### src/hdl/hcbd_pkg.sv
`timescale 1ns / 1ps
`default_nettype none
// ---------------------------------------------------------------------------
// hcbd_pkg - shared types and constants of the chunked body decoder
// Byte classes, result and error codes, queue sizing, limit defaults.
// ---------------------------------------------------------------------------
package hcbd_pkg;

	localparam int unsigned SIZE_LINE_LIMIT_DEF = 64;
	localparam int unsigned COUNT_WIDTH_DEF     = 32;

	localparam logic [31:0] LIMIT_RESET = 32'd16777216;

	// Configuration register indexes
	localparam logic CFG_MAX_CHUNK = 1'b0;
	localparam logic CFG_MAX_BODY  = 1'b1;

	localparam logic [7:0] CH_CR   = 8'h0D;
	localparam logic [7:0] CH_LF   = 8'h0A;
	localparam logic [7:0] CH_SEMI = 8'h3B;

	// Front-to-back queue
	localparam int unsigned QDEPTH = 4;
	localparam int unsigned QPTR_W = $clog2(QDEPTH);
	localparam int unsigned QLVL_W = $clog2(QDEPTH + 1);

	typedef enum logic [1:0] {
		RK_BODY  = 2'd0,
		RK_DONE  = 2'd1,
		RK_ERROR = 2'd2
	} result_kind_t;

	typedef enum logic [2:0] {
		ERR_NONE    = 3'd0,
		ERR_DIGIT   = 3'd1,
		ERR_LONG    = 3'd2,
		ERR_CHUNK   = 3'd3,
		ERR_BODY    = 3'd4,
		ERR_DATA_NL = 3'd5,
		ERR_TRAILER = 3'd6
	} error_kind_t;

	// One classified stream byte
	typedef struct packed {
		logic [7:0] data;
		logic       new_msg;
		logic       is_cr;
		logic       is_lf;
		logic       is_semi;
		logic       is_hex;
		logic [3:0] hex_val;
	} hcbd_item_t;

	typedef struct packed {
		logic              nonempty;
		logic [QLVL_W-1:0] level;
	} hcbd_qstat_t;

	typedef struct packed {
		logic [31:0] max_chunk;
		logic [31:0] max_body;
	} hcbd_limits_t;

endpackage
`default_nettype wire

### src/hdl/hcbd_front.sv
`timescale 1ns / 1ps
`default_nettype none
// ---------------------------------------------------------------------------
// hcbd_front - byte classifier and item queue
// Tags each accepted byte (CR, LF, ';', hex digit and value) and queues it.
// ---------------------------------------------------------------------------
module hcbd_front (
	input  wire                  clk,
	input  wire                  arst_n,
	input  wire                  in_valid,
	output logic                 in_stall,
	input  wire  [7:0]           data_byte,
	input  wire                  new_message,
	input  wire                  pop,
	output hcbd_pkg::hcbd_item_t head,
	output hcbd_pkg::hcbd_qstat_t qstat
);
	import hcbd_pkg::*;

	hcbd_item_t        mem_q [QDEPTH];
	logic [QPTR_W-1:0] wr_ptr_q;
	logic [QPTR_W-1:0] rd_ptr_q;
	logic [QLVL_W-1:0] level_q;
	hcbd_item_t        cls;
	logic              push;

	always_comb begin
		cls         = '0;
		cls.data    = data_byte;
		cls.new_msg = new_message;
		cls.is_cr   = (data_byte == CH_CR);
		cls.is_lf   = (data_byte == CH_LF);
		cls.is_semi = (data_byte == CH_SEMI);
		case (data_byte) inside
			[8'h30:8'h39]: begin
				cls.is_hex  = 1'b1;
				cls.hex_val = data_byte[3:0];
			end
			[8'h41:8'h46], [8'h61:8'h66]: begin
				cls.is_hex  = 1'b1;
				cls.hex_val = 4'(data_byte[2:0] + 3'd1) + 4'd8;
			end
			default: begin
				cls.is_hex  = 1'b0;
				cls.hex_val = 4'd0;
			end
		endcase
	end

	assign in_stall       = (level_q == QLVL_W'(QDEPTH));
	assign push           = in_valid && !in_stall;
	assign head           = mem_q[rd_ptr_q];
	assign qstat.nonempty = (level_q != '0);
	assign qstat.level    = level_q;

	always_ff @(posedge clk) begin
		if (push) begin
			mem_q[wr_ptr_q] <= cls;
		end
	end

	always_ff @(posedge clk or negedge arst_n) begin
		if (!arst_n) begin
			wr_ptr_q <= '0;
			rd_ptr_q <= '0;
			level_q  <= '0;
		end else begin
			if (push) begin
				wr_ptr_q <= wr_ptr_q + 1'b1;
			end
			if (pop) begin
				rd_ptr_q <= rd_ptr_q + 1'b1;
			end
			case ({push, pop})
				2'b10:   level_q <= level_q + 1'b1;
				2'b01:   level_q <= level_q - 1'b1;
				default: level_q <= level_q;
			endcase
		end
	end

endmodule
`default_nettype wire

### src/hdl/hcbd_back.sv
`timescale 1ns / 1ps
`default_nettype none
// ---------------------------------------------------------------------------
// hcbd_back - chunk framing state machine and result register
// Walks size lines, data, CRLFs and the last chunk; one queued byte a cycle unless a held result stalls it.
// ---------------------------------------------------------------------------
module hcbd_back #(
	parameter int unsigned SIZE_LINE_LIMIT = hcbd_pkg::SIZE_LINE_LIMIT_DEF,
	parameter int unsigned COUNT_WIDTH     = hcbd_pkg::COUNT_WIDTH_DEF
) (
	input  wire                    clk,
	input  wire                    arst_n,
	input  hcbd_pkg::hcbd_item_t   head,
	input  hcbd_pkg::hcbd_qstat_t  qstat,
	output logic                   pop,
	input  hcbd_pkg::hcbd_limits_t limits,
	output logic                   out_valid,
	input  wire                    out_stall,
	output logic [1:0]             result_kind,
	output logic [7:0]             body_byte,
	output logic [2:0]             error_kind,
	output logic [31:0]            consumed_count
);
	import hcbd_pkg::*;

	localparam int unsigned LEN_W = $clog2(SIZE_LINE_LIMIT + 2);
	localparam logic [LEN_W-1:0] LEN_MAX = LEN_W'(SIZE_LINE_LIMIT + 1);

	typedef enum logic [7:0] {
		PH_SIZE    = 8'b0000_0001,
		PH_DATA    = 8'b0000_0010,
		PH_DATA_CR = 8'b0000_0100,
		PH_DATA_LF = 8'b0000_1000,
		PH_LAST_CR = 8'b0001_0000,
		PH_LAST_LF = 8'b0010_0000,
		PH_DONE    = 8'b0100_0000,
		PH_FAIL    = 8'b1000_0000
	} phase_t;

	typedef struct packed {
		error_kind_t      err;
		logic [LEN_W-1:0] len;
		logic             ext;
		logic             dig;
		logic [31:0]      acc;
	} line_st_t;

	phase_t                 phase_q, cur_phase, nxt_phase;
	line_st_t               line_q, cur_line, nxt_line, lc;
	logic                   pcr_q, cur_pcr, nxt_pcr;
	logic [31:0]            total_q, cur_total, nxt_total;
	logic [COUNT_WIDTH-1:0] seen_q, cur_seen, nxt_seen;
	logic [32:0]            total_sum;
	logic                   res_valid;
	result_kind_t           res_kind;
	error_kind_t            res_err;

	// One content byte of a size line
	function automatic line_st_t line_char(line_st_t s, logic semi, logic hex,
		logic [3:0] hv, logic [31:0] maxc);
		line_st_t    r;
		logic [35:0] v;
		r     = s;
		r.err = ERR_NONE;
		v     = {s.acc, hv};
		if (s.len >= LEN_MAX) begin
			r.err = ERR_LONG;
		end else begin
			r.len = s.len + 1'b1;
			if (!s.ext) begin
				if (semi) begin
					if (!s.dig) r.err = ERR_DIGIT;
					else r.ext = 1'b1;
				end else if (hex) begin
					if (v > {4'd0, maxc}) begin
						r.err = ERR_CHUNK;
					end else begin
						r.acc = v[31:0];
						r.dig = 1'b1;
					end
				end else begin
					r.err = ERR_DIGIT;
				end
			end
		end
		return r;
	endfunction

	assign pop = qstat.nonempty && (!out_valid || !out_stall);

	always_comb begin
		// new_message wipes the message state ahead of this byte
		if (head.new_msg) begin
			cur_phase = PH_SIZE;
			cur_line  = '0;
			cur_pcr   = 1'b0;
			cur_total = '0;
			cur_seen  = '0;
		end else begin
			cur_phase = phase_q;
			cur_line  = line_q;
			cur_pcr   = pcr_q;
			cur_total = total_q;
			cur_seen  = seen_q;
		end
		cur_line.err = ERR_NONE;

		nxt_phase = cur_phase;
		nxt_line  = cur_line;
		nxt_pcr   = cur_pcr;
		nxt_total = cur_total;
		nxt_seen  = cur_seen + 1'b1;
		total_sum = {1'b0, cur_total} + {1'b0, cur_line.acc};
		lc        = cur_line;
		res_valid = 1'b0;
		res_kind  = RK_BODY;
		res_err   = ERR_NONE;

		case (cur_phase)
			PH_SIZE: begin
				nxt_pcr = 1'b0;
				if (cur_pcr && head.is_lf) begin
					// size line complete
					if (!cur_line.dig) begin
						res_err = ERR_DIGIT;
					end else if (cur_line.acc > limits.max_chunk) begin
						res_err = ERR_CHUNK;
					end else if (cur_line.acc == '0) begin
						nxt_phase = PH_LAST_CR;
					end else if (total_sum > {1'b0, limits.max_body}) begin
						res_err = ERR_BODY;
					end else begin
						nxt_total = total_sum[31:0];
						nxt_phase = PH_DATA;
					end
				end else begin
					// a CR not followed by LF counts as line content
					if (cur_pcr) begin
						lc = line_char(cur_line, 1'b0, 1'b0, 4'd0, limits.max_chunk);
					end
					res_err = lc.err;
					if (lc.err == ERR_NONE) begin
						if (head.is_cr) begin
							nxt_pcr  = 1'b1;
							nxt_line = lc;
						end else begin
							nxt_line = line_char(lc, head.is_semi, head.is_hex,
								head.hex_val, limits.max_chunk);
							res_err  = nxt_line.err;
						end
					end
				end
			end
			PH_DATA: begin
				res_valid    = 1'b1;
				res_kind     = RK_BODY;
				nxt_line.acc = cur_line.acc - 1'b1;
				if (cur_line.acc == 32'd1) begin
					nxt_phase = PH_DATA_CR;
				end
			end
			PH_DATA_CR: begin
				if (head.is_cr) nxt_phase = PH_DATA_LF;
				else res_err = ERR_DATA_NL;
			end
			PH_DATA_LF: begin
				if (head.is_lf) begin
					nxt_phase = PH_SIZE;
					nxt_line  = '0;
					nxt_pcr   = 1'b0;
				end else begin
					res_err = ERR_DATA_NL;
				end
			end
			PH_LAST_CR: begin
				if (head.is_cr) nxt_phase = PH_LAST_LF;
				else res_err = ERR_TRAILER;
			end
			PH_LAST_LF: begin
				if (head.is_lf) begin
					nxt_phase = PH_DONE;
					res_valid = 1'b1;
					res_kind  = RK_DONE;
				end else begin
					res_err = ERR_TRAILER;
				end
			end
			default: begin
				// done or failed: silent until the next message
				nxt_seen = cur_seen;
			end
		endcase

		if (res_err != ERR_NONE) begin
			nxt_phase = PH_FAIL;
			res_valid = 1'b1;
			res_kind  = RK_ERROR;
		end
	end

	always_ff @(posedge clk or negedge arst_n) begin
		if (!arst_n) begin
			phase_q   <= PH_SIZE;
			line_q    <= '0;
			pcr_q     <= 1'b0;
			total_q   <= '0;
			seen_q    <= '0;
			out_valid <= 1'b0;
		end else begin
			if (pop) begin
				phase_q   <= nxt_phase;
				line_q    <= nxt_line;
				pcr_q     <= nxt_pcr;
				total_q   <= nxt_total;
				seen_q    <= nxt_seen;
				out_valid <= res_valid;
			end else if (!out_stall) begin
				out_valid <= 1'b0;
			end
		end
	end

	always_ff @(posedge clk) begin
		if (pop && res_valid) begin
			result_kind    <= res_kind;
			body_byte      <= (res_kind == RK_BODY) ? head.data : 8'd0;
			error_kind     <= res_err;
			consumed_count <= (res_kind == RK_DONE) ? 32'(nxt_seen) : 32'd0;
		end
	end

endmodule
`default_nettype wire

### src/hdl/http_chunked_body_decoder.sv
`timescale 1ns / 1ps
`default_nettype none
// ---------------------------------------------------------------------------
// http_chunked_body_decoder - HTTP/1.1 chunked transfer body decoder
// Strips chunk framing from a raw byte stream, passes body bytes on, and
// reports completion with the byte count, or the first framing error.
// ---------------------------------------------------------------------------
//
//  channel | handshake            | payload
//  --------+----------------------+-------------------------------------------
//  in      | in_valid / in_stall   | data_byte, new_message
//  out     | out_valid / out_stall | result_kind, body_byte, error_kind,
//          |                      | consumed_count
//  cfg     | cfg_we               | cfg_index, cfg_data
//
//  One byte per cycle sustained while no held result stalls the output:
//  the back end handles one queued byte each cycle, so every input transfer
//  can be followed by another. Each byte is written into the queue, then
//  the framing state machine loads the output register from the queue head.
//  The four-entry queue absorbs output stalls; in_stall rises only when it
//  is full. Reset clears the queue, the state and the output valid, and sets
//  both limits to 16 MiB; there is no clearing pass.
//
module http_chunked_body_decoder #(
	parameter int unsigned SIZE_LINE_LIMIT = hcbd_pkg::SIZE_LINE_LIMIT_DEF,
	parameter int unsigned COUNT_WIDTH     = hcbd_pkg::COUNT_WIDTH_DEF
) (
	input  wire         clk,
	input  wire         arst_n,
	// input bytes
	input  wire         in_valid,
	output logic        in_stall,
	input  wire  [7:0]  data_byte,
	input  wire         new_message,
	// results
	output logic        out_valid,
	input  wire         out_stall,
	output logic [1:0]  result_kind,
	output logic [7:0]  body_byte,
	output logic [2:0]  error_kind,
	output logic [31:0] consumed_count,
	// configuration
	input  wire         cfg_we,
	input  wire         cfg_index,
	input  wire  [31:0] cfg_data
);
	import hcbd_pkg::*;

	hcbd_limits_t limits_q;
	hcbd_item_t   head;
	hcbd_qstat_t  qstat;
	logic         pop;

	// Limit registers; written on any edge with cfg_we high
	always_ff @(posedge clk or negedge arst_n) begin
		if (!arst_n) begin
			limits_q.max_chunk <= LIMIT_RESET;
			limits_q.max_body  <= LIMIT_RESET;
		end else if (cfg_we) begin
			case (cfg_index)
				CFG_MAX_CHUNK: limits_q.max_chunk <= cfg_data;
				CFG_MAX_BODY:  limits_q.max_body  <= cfg_data;
				default:       limits_q <= limits_q;
			endcase
		end
	end

	// Front: classify each byte and queue it
	hcbd_front u_front (
		.clk         (clk),
		.arst_n      (arst_n),
		.in_valid    (in_valid),
		.in_stall    (in_stall),
		.data_byte   (data_byte),
		.new_message (new_message),
		.pop         (pop),
		.head        (head),
		.qstat       (qstat)
	);

	// Back: framing state machine and result register
	hcbd_back #(
		.SIZE_LINE_LIMIT (SIZE_LINE_LIMIT),
		.COUNT_WIDTH     (COUNT_WIDTH)
	) u_back (
		.clk            (clk),
		.arst_n         (arst_n),
		.head           (head),
		.qstat          (qstat),
		.pop            (pop),
		.limits         (limits_q),
		.out_valid      (out_valid),
		.out_stall      (out_stall),
		.result_kind    (result_kind),
		.body_byte      (body_byte),
		.error_kind     (error_kind),
		.consumed_count (consumed_count)
	);

	// Queue never overfills
	a_q_level: assert property (@(posedge clk) disable iff (!arst_n)
		qstat.level <= QLVL_W'(QDEPTH))
		else $error("queue level beyond depth");

	// Input is held off only by a full queue
	a_stall_full: assert property (@(posedge clk) disable iff (!arst_n)
		in_stall |-> (qstat.level == QLVL_W'(QDEPTH)))
		else $error("input stalled with room in queue");

	// An error result carries a code and no body byte or count
	a_err_code: assert property (@(posedge clk) disable iff (!arst_n)
		(out_valid && result_kind == 2'(RK_ERROR)) |->
		(error_kind != 3'(ERR_NONE) && body_byte == 8'd0 && consumed_count == 32'd0))
		else $error("malformed error result");

	// Body and completion results carry no error code
	a_ok_code: assert property (@(posedge clk) disable iff (!arst_n)
		(out_valid && result_kind != 2'(RK_ERROR)) |-> (error_kind == 3'(ERR_NONE)))
		else $error("error code on a non-error result");

endmodule
`default_nettype wire

### config.mk
export PLATFORM = sky130hd
export DESIGN_NAME = http_chunked_body_decoder
export DESIGN_NICKNAME = d
export VERILOG_FILES = /design/src/hdl/hcbd_pkg.sv /design/src/hdl/hcbd_front.sv /design/src/hdl/hcbd_back.sv /design/src/hdl/http_chunked_body_decoder.sv
export SDC_FILE = /design/constraint.sdc
export NUM_CORES = 1
export LEC_CHECK = 0
export BUFFER_PORTS_ARGS = -buffer_cell sky130_fd_sc_hd__buf_2
export CAP_MARGIN = 0
export CORE_MARGIN = 8
export CORE_UTILIZATION = 68
export CTS_CLUSTER_DIAMETER = 120
export DETAILED_ROUTE_END_ITERATION = 8
export PLACE_DENSITY = 0.92
export SLEW_MARGIN = 5
export SYNTH_ARGS = -nofsm -noshare
export SYNTH_HDL_FRONTEND = slang
export SYNTH_SLANG_ARGS = --single-unit
### constraint.sdc
create_clock -name clk -period 13.2 [get_ports clk]
set_input_delay 0 -clock clk [delete_from_list [all_inputs] [get_ports clk]]
set_output_delay 0 -clock clk [all_outputs]
set_load 0.01 [all_outputs]
==> flow_results.org, run 1 <==
** Run status
- Run status :: complete, no violations

** Layout
- Area growth from synthesis to layout :: 11.6%
- Final nets :: between 2000 and 2500
- Antenna Cells :: 0
- Layout cell share with drive strength beyond 1 :: 11.9%

** Critical path
- Source of the worst register-to-register timing path :: u_front.rd_ptr_q[1]
- Slowest cell delay on critical path :: just under 1 ns
- Launch point of the worst path :: u_front.rd_ptr_q[1]
- The critical path is of the reg -> reg type.
- Largest fanout of any net on the critical path :: 45
- The endpoint identified for the worst register-to-register timing path is u_back.consumed_count[20].
- STA classifies the critical path endpoint as a flop.
- Worst endpoint required time :: around 13 ns
- Data on the critical path arrives at its endpoint at between 9 and 10 ns.
- Category of the worst setup path launch point :: flop
- Depth of the worst register-to-register path :: 28
- Worst path bufs/invs :: 3
- Among all stages on the critical path, the largest delay is contributed by sky130_fd_sc_hd__dfrtp_1.
- On the critical path the largest part of the delay comes from compound AO/OA/AOI/OAI gates.
- R2r setup slk :: between 3 and 4 ns

** Synth
- Most instantiated cells after synthesis :: sky130_fd_sc_hd__nand2_1, sky130_fd_sc_hd__dfrtp_1, sky130_fd_sc_hd__o21ai_0
- In this run, synthesis inferred about 110 flip-flops with an integrated enable.
- Averaged over all synthesized cells, the footprint is between 9 and 10 um^2.
- By instance count, the leading cell after synthesis is sky130_fd_sc_hd__nand2_1.
- Number of storage elements in the synthesis netlist :: 299
- Nets in the synthesized netlist :: between 2000 and 2500
- Top cell type's share of synthesized area :: about a quarter
- Summing the sequential cell areas from Yosys gives 41.7% of the chip area.
- Among all flip-flop cells after synthesis, the most frequent one is sky130_fd_sc_hd__dfrtp_1.
- Proportion of register bits with asynchronous set or reset after synthesis :: 62.2%
- The synthesized netlist occupies a cell area of about 0.019 mm^2.
- Yosys warning count :: 0
- The number of different library cells used by synthesis comes to 90.
- Counting every instance in the synthesized netlist gives 2054.
- Cell type with the highest aggregate area in the netlist :: sky130_fd_sc_hd__dfrtp_1
- Leading post-synthesis cells by cell area :: sky130_fd_sc_hd__dfrtp_1, sky130_fd_sc_hd__edfxtp_1, sky130_fd_sc_hd__ha_1

** Clock tree
- In this run the deepest clock path goes through 3 buffers.
- Clock insertion delay at the later pin of the skew report :: ~0.54 ns
- Clock tree synthesis inserted a total of 34 buffers.
- Buffer type at the clock tree root :: sky130_fd_sc_hd__clkbuf_16
- TritonCTS built the clock tree.
- Number of sinks driven by the clock tree :: ~300
- Deepest level of the CTS H-tree :: 2
- In this run the post-CTS setup repair buffer count came out at 0.
- Clock-pin slew on the worst setup and hold paths :: around 0.07 ns

** Hold path
- The min-delay analysis places its worst path in the category in -> reg.
- The worst hold path begins at in_valid.
- Terminating pin of the worst hold path :: u_front.wr_ptr_q[0]
- WHS Path Cells :: 3

** Timing
- At the pin with the least slew margin, the transition time is 1.23 ns.
- # setup viols final :: 0
- Setup repair after global routing left no endpoint under its margin.
- Setup total negative slack on the finished layout was measured at 0 ns.
- The final number of max-transition violations is 0.
- Final Hold Fails :: 0
- Clock period minus final worst setup slack :: between 9 and 10 ns
- Worst-case clock skew :: around 0.024 ns
- Top achievable clock speed :: 107 MHz
- The worst pin sits at a relative slew slack of between 10% and 20%.
- Dividing the final minimum period by the clock period gives between 70% and 80%.

** Floorplanning
- Once the floorplan was initialized, standard cells occupied 69.3% of the core.
- The core region is between 0.02 and 0.03 mm^2.
- I/O pin cnt :: 94
- In this run the horizontal extent of the chip is between 150 and 200 um.
- Total die area :: 0.0340 mm^2
- In this run the vertical extent of the chip is 184 um.
- Number of rows created at floorplan :: between 60 and 70

** Detailed routing
- The first TritonRoute pass finished after 7 iterations.
- Summed over all layers, the routed wires come to between 50000 and 60000 um.
- Starting DRT DRC Count :: between 2000 and 3000
- Wire length per cell after detailed routing :: 23.0 um
- Post-route antenna net violation count :: 0
- Post-DR vias/cell :: between 6 and 7
- # DRC :: 0
- Vias after detailed routing :: approximately 18000

** Place
- Once detailed placement completed, the half-perimeter wirelength came to roughly 40000 um.
- Placer Congestion :: 0.995
- Buffers on Ports :: 93

** Pwr
- IR analysis of the VDD net gives a maximum drop of about 0.00017 V.
- Power spread over the standard cell area amounts to roughly 220 mW/mm^2.
- Leakage power :: around 9.6 nW
- Overall power :: about 4.8 mW

** Global routing
- Combined global-route utilization of all metal layers :: between 30% and 40%
- Entering global routing, the biggest net connects 74 pins.
- The via count of the first global-routing pass was approximately 17000.
- The initial antenna violation count is 0.
- Wire length of the first global-routing pass :: ~92000 um
- The total overflow left after global routing is 0.

** Flow run
- Max-cap violations in this run came to 0.
[worst max path at each step]
stage                                           end  slack [ns]  cells past startpoint
after floorplan                 u_back.body_byte[0]        4.58                     30
after global placement    u_back.consumed_count[24]        4.56                     27
after detailed placement  u_back.consumed_count[24]        4.14                     27
after CTS                 u_back.consumed_count[25]        4.05                     27
after global routing      u_back.consumed_count[25]        3.40                     27
final                     u_back.consumed_count[20]        3.84                     28
[routing by layer]
| layer | track usage (%) | routed length (um) |
|---|---|---|
| met1 | 44.6 | 22800 |
| met2 | 54.7 | 27000 |
| met3 | 7.28 | 6380 |
| met4 | 12.5 | 2280 |
| met5 | 2.22 | 103 |
[worst min-delay path: cells and delay by family]
kind                      cells  cell delay (ns)
buffers and inverters         1             0.10
and+or+nand+nor               1             0.24
xor gates and xnor gates      1             0.18
[registers in the layout (all words and copies together) (netlist names)]
signal	count
u_front.rd_ptr_q	2
u_front.level_q	3
limits_q	64
u_back.out_valid	1
u_back.total_q	32
u_back.result_kind	2
u_back.consumed_count	32
u_back.line_q	41
u_back.seen_q	32
u_front.mem_q	68
u_back.pcr_q	1
u_front.wr_ptr_q	2
u_back.error_kind	3
u_back.body_byte	8
u_back.phase_q	8
[through the flow]
step | std cells | hold WS (ns) | cell area (um^2) | worst slack [ns] | util (%)
global placement | 2446 | 0.0476 | 20000 | 4.56 | 71.9
finish | 2551 | 0.0317 | 21500 | 3.84 | 77.3
CTS | 2551 | 0.00856 | 21500 | 4.05 | 77.3
detailed placement | 2446 | 0.0500 | 20000 | 4.14 | 71.9
floorplan | 2054 | -0.296 | 19300 | 4.58 | -
global route | 2551 | 0.0577 | 21500 | 3.40 | 77.3
[final cells by class]
class,instances,area (um^2)
multi-input combinational,1525,10400
sequential,299,8050
fill,1830,6310
timing repair buffer,156,1050
clock buffer,42,911
inverter,131,492
tap,378,473
clock inverter,20,165
[cell usage in the layout, fill, tap and decap left out, types with 9 or more instances in the layout]
cell and n:
sky130_fd_sc_hd__xor2_1 35, sky130_fd_sc_hd__ha_1 137, sky130_fd_sc_hd__xnor2_1 36, sky130_fd_sc_hd__nand4_1 21
sky130_fd_sc_hd__nand2b_1 11, sky130_fd_sc_hd__o211ai_1 18, sky130_fd_sc_hd__a211oi_1 26, sky130_fd_sc_hd__clkbuf_16 34
sky130_fd_sc_hd__o21a_1 9, sky130_fd_sc_hd__dlygate4sd3_1 43, sky130_fd_sc_hd__o31ai_1 36, sky130_fd_sc_hd__nor2_1 152
sky130_fd_sc_hd__buf_4 20, sky130_fd_sc_hd__and2_1 12, sky130_fd_sc_hd__mux4_2 16, sky130_fd_sc_hd__edfxtp_1 113
sky130_fd_sc_hd__o22ai_1 10, sky130_fd_sc_hd__a21o_1 40, sky130_fd_sc_hd__o221ai_1 9, sky130_fd_sc_hd__buf_2 92
sky130_fd_sc_hd__nand2_1 215, sky130_fd_sc_hd__and3_1 28, sky130_fd_sc_hd__nand3_1 56, sky130_fd_sc_hd__o21ai_0 158
sky130_fd_sc_hd__dfrtp_1 183, sky130_fd_sc_hd__a31oi_1 24, sky130_fd_sc_hd__nor4_1 10, sky130_fd_sc_hd__mux2i_1 9
sky130_fd_sc_hd__a21oi_1 132, sky130_fd_sc_hd__inv_1 131, sky130_fd_sc_hd__nor2b_1 67, sky130_fd_sc_hd__mux2_2 37
sky130_fd_sc_hd__nor3_1 36, sky130_fd_sc_hd__a22o_1 31
[report_power, final]
part           switching (mW)  leakage, nW  internal, mW  total [mW]
combinational            1.66         5.56         0.769        2.43
sequential              0.164         3.51          1.23        1.40
clock                   0.412        0.527         0.518       0.930
total                    2.23         9.60          2.52        4.75
[cell families (layout without fill, tap and decap cells)]
family,after synthesis,after routing,share of synthesized area [%]
AO/OA/AOI/OAI,585,585,19.9
adder cells (fa/ha/maj),140,140,9.14
AND/OR/NAND/NOR,666,666,16.8
buffers and inverters,230,349,4.58
flip-flops,299,299,41.7
multiplexers,63,63,4.61
XOR/XNOR,71,71,3.22
[timing repair]
item | CTS | global route
hold buffers | 43 | 0
hold endpoints to repair | 172 | 0
resized for setup | 0 | 0
Note: power is estimated with default switching activity, not from simulation.
==> run 2: changes to the inputs <==
--- a/config.mk
+++ b/config.mk
@@ -8,10 +8,10 @@
 export BUFFER_PORTS_ARGS = -buffer_cell sky130_fd_sc_hd__buf_2
 export CAP_MARGIN = 0
 export CORE_MARGIN = 8
-export CORE_UTILIZATION = 68
+export CORE_UTILIZATION = 57
 export CTS_CLUSTER_DIAMETER = 120
 export DETAILED_ROUTE_END_ITERATION = 8
-export PLACE_DENSITY = 0.92
+export PLACE_DENSITY = 0.83
 export SLEW_MARGIN = 5
 export SYNTH_ARGS = -nofsm -noshare
 export SYNTH_HDL_FRONTEND = slang
==> constraint.sdc (replaced) <==
create_clock -name clk -period 7.5 [get_ports clk]
set_input_delay 0 -clock clk [delete_from_list [all_inputs] [get_ports clk]]
set_output_delay 0 -clock clk [all_outputs]
set_load 0.01 [all_outputs]
==> run 2 against run 1 <==
Compared with the run above: count of clock-buffer cells in the layout rose by 4; sequential power grew 73%; worst setup slack got worse by 3.6 ns; first-iteration DRC count shrank 23%; highest routed layer is now met4; final cell count rose by 3.8%; final area rose by 2.3%; via count is 3.7% lower; critical endpoint is now u_back.consumed_count[11]; register-to-register slack got worse by 3.6 ns; largest cell class unchanged; utilization is 11 points lower; clock skew down 0.0093 ns.
==> flow_results.org, run 2 (synthesized netlist as in run 1, its figures left out) <==
** Clock tree
- The number of clock sinks seen by CTS is 299 (unchanged).
- Clock-pin slew on the worst setup and hold paths :: 0.06 ns (about the same)
- Clock insertion delay at the later pin of the skew report :: 0.53 ns (about the same)
- TritonCTS built the clock tree.
- Buffer type at the clock tree root :: sky130_fd_sc_hd__clkbuf_16
- Deepest level of the CTS H-tree :: 2 (unchanged)
- The number of clock buffers inserted by TritonCTS is 35 (+2.9%).
- Buffer levels on the longest clock path :: 3 (unchanged)

** Layout
- The top cell types in the final layout, fill and taps aside, are sky130_fd_sc_hd__nand2_1, sky130_fd_sc_hd__dfrtp_1, sky130_fd_sc_hd__o21ai_0.
- The finished layout cell area came to 0.0220 mm^2 (+2.3%).
- The area growth from synthesis to layout is 14.2%.
- The number of flip-flops in the largest register is 68 (unchanged).
- The layout filler cell count came to 2620 (+43%).
- Leading cell type in the layout, fill and taps excluded :: sky130_fd_sc_hd__nand2_1
- The footprint of the multi-input gates was 0.0105 mm^2 (+0.94%).
- The number of nets in the final layout is 2359 (+1.1%).
- Largest register by flop count :: u_front.mem_q
- In the final layout, the registers with the most flip-flops are u_front.mem_q (68), limits_q (64), u_back.line_q (41).
- Layout cell share with drive strength beyond 1 :: 13.2% (+1.4 points)
- Seq. cell area :: 0.00805 mm^2 (unchanged)
- Non-filler instance count after layout :: 2648 (+3.8%)
- The end-of-flow core utilization came to 65.9% (-11 points).

** Place
- Detailed placer's ending HPWL :: 39200 um (-1.0%)
- The total placed instance area came to 0.0203 mm^2 (+1.3%).
- Buffers on Ports :: 93 (unchanged)
- The total placed cells including tap cells is 2537 (+3.7%).
- Placer Congestion :: 1.04 (+4.2%)

** Detailed routing
- The number of design rule violations left after detail routing was 0 (unchanged).
- Total iterations of the first detailed-routing run :: 6 (-1)
- Post-DR vias/cell :: 6.39 (-7.2%)
- The average wire per standard cell is 21.0 um (-8.5%).
- Total length of routed wires :: 55600 um (-5.0%)
- The remaining number of nets flagged by the antenna check after routing is 0 (unchanged).
- The number of vias after detailed routing was 16900 (-3.7%).
- Starting DRT DRC Count :: 1997 (-23%)

** Floorplanning
- The vertical extent of the die came to 200 um (+8.4%).
- The initial core utilization came to 57.7% (-12 points).
- The core box area came to 0.0334 mm^2 (+20%).
- The die width was 200 um (+8.4%).
- Total die area :: 0.0400 mm^2 (+18%)
- I/O pin cnt :: 94 (unchanged)
- The count of standard-cell rows came to 67 (+9.8%).

** Global routing
- The via count of the first global-routing pass came to 16500 (-3.3%).
- Number of antenna violations at the first check in global routing :: 0 (unchanged)
- Combined global-route utilization of all metal layers :: 27.8% (-6.2 points)
- Wire length of the first global-routing pass :: 88900 um (-3.7%)
- Remaining Overflow, GRT :: 0 (unchanged)
- Largest net degree at the start of global routing :: 127 (+72%)

** Timing
- The final number of max-transition violations came to 0 (unchanged).
- Fin Setup TNS :: 0 ns (unchanged)
- Unrepaired setup endpoints after global routing :: no
- The final-report hold violation count is 0 (unchanged).
- The slew of the pin with the lowest slew margin came to 1.33 ns (+0.0972 ns).
- Worst-case clock skew :: 0.0149 ns (-0.00931 ns)
- The headroom to the max-slew limit was 11.2% (-6.6 points).
- # setup viols final :: 0 (unchanged)
- Clock period minus final worst setup slack :: 7.22 ns (-2.14 ns)
- Part of the cycle the worst path needs :: 96.3% (+25 points)
- The maximum operating frequency is 138 MHz (+30%).

** Critical path
- Worst Setup End Kind :: flop
- Category of the worst setup path launch point :: flop
- The maximum fanout encountered on the critical timing path came to 22 (-51%).
- Depth of the worst register-to-register path :: 24 (-14%)
- The required time of the worst setup path was 7.72 ns (-5.66 ns).
- Arrival @ worst endpoint :: 7.45 ns (-2.09 ns)
- The minimum setup slack among reg-to-reg paths came to 0.28 ns (-3.56 ns).
- The critical path in this run is classified as reg -> reg.
- The endpoint identified for the worst register-to-register timing path is u_back.consumed_count[11].
- The worst register-to-register path begins at u_front.rd_ptr_q[0].
- The critical path starts at u_front.rd_ptr_q[0].
- The most critical setup path has its endpoint at u_back.consumed_count[11].

** Pwr
- Overall power :: 8.57 mW (+80%)
- The maximum ir drop on the vdd rail was 0.000219 V (+30%).
- Leakage power :: 9.83 nW (+2.4%)
- The cell area power density is 389 mW/mm^2 (+76%).

** Hold path
- In this run the worst hold path is classified as in -> reg.
- Hold path start :: cfg_index

** Run status
- The flow ran to the end, and the final reports show no timing, DRC or antenna violations.

** Flow run
- Maxcap violations :: 0 (unchanged)
[run 2: cell types whose count changed in the layout (fill, tap and decap cells not counted), sizes merged]
cell	delta
inv	-1
nor2	+2
diode	+1
clkbuf	+4
clkinv	-1
clkinvlp	-3
dlygate4sd3	+1
buf	+22
bufinv	+2
[run 2: worst min-delay path by stage]
stage,endpoint,slack (ns),cells past startpoint
3_5_place_dp,limits_q[43],0.22,3
5_1_grt,limits_q[43],0.20,5
2_1_floorplan,limits_q[0],-0.30,0
3_3_place_gp,limits_q[43],0.21,3
6_report,limits_q[43],0.17,5
4_1_cts,limits_q[56],0.15,5
[run 2: cell type report]
cell class | count | area share [%]
repair buffers | 179 | 5.69
well taps | 448 | 2.54
clock buffers | 46 | 4.48
inverters | 131 | 2.23
flip-flops and latches | 299 | 36.5
diodes | 1 | 0.0113
clock inverters | 17 | 0.931
multi-input cells | 1527 | 47.6
[run 2: metal layers]
layer  track usage, %  vias to the layer above  wire length [um]
met1             38.6                     8189             23600
met4             9.81                        0              1790
met2             42.9                      848             25000
met5                0                        -                 0
met3             5.47                      152              5280
li1                 -                     7744                 -
[run 2: critical path, cell delays in order (launching register included)]
cell                        delay [ns]
sky130_fd_sc_hd__dfrtp_1          0.41
sky130_fd_sc_hd__mux4_4           0.75
sky130_fd_sc_hd__nor2b_1          0.25
sky130_fd_sc_hd__ha_1             0.30
sky130_fd_sc_hd__a2111oi_0        0.38
sky130_fd_sc_hd__o22a_1           0.30
sky130_fd_sc_hd__a311oi_2         0.14
sky130_fd_sc_hd__o22ai_2          0.27
sky130_fd_sc_hd__o31a_1           0.26
sky130_fd_sc_hd__nand2_1          0.10
sky130_fd_sc_hd__a21o_1           0.19
sky130_fd_sc_hd__a21oi_1          0.16
sky130_fd_sc_hd__xnor2_1          0.17
sky130_fd_sc_hd__ha_1             0.28
sky130_fd_sc_hd__and3_1           0.16
sky130_fd_sc_hd__a221o_1          0.32
sky130_fd_sc_hd__a2111oi_0        0.37
sky130_fd_sc_hd__o21ai_0          0.17
sky130_fd_sc_hd__o21a_1           0.24
sky130_fd_sc_hd__a311oi_4         0.38
sky130_fd_sc_hd__o211ai_1         0.19
sky130_fd_sc_hd__or4b_4           0.58
sky130_fd_sc_hd__nor3_4           0.24
sky130_fd_sc_hd__buf_12           0.15
sky130_fd_sc_hd__nor2_4           0.13
[run 2: repair_timing]
action                                  4_1_cts  5_1_grt
endpoints found under the setup margin        0       58
gates resized for setup                       0       13
endpoints found under the hold margin       229        0
hold buffers                                 44        0
buffers inserted                              0        1
[run 2: where the power goes]
group	switching, mW	leakage (nW)	internal, mW
registers	0.257	3.51	2.17
logic	2.92	5.72	1.47
clock network	0.710	0.590	1.04
[run 2: stage by stage]
stage          hold WS, ns  setup WS (ns)
5_1_grt              0.202         0.0260
3_5_place_dp         0.220          0.159
3_3_place_gp         0.214          0.310
6_report             0.168          0.275
2_1_floorplan       -0.296        0.00300
4_1_cts              0.147          0.140
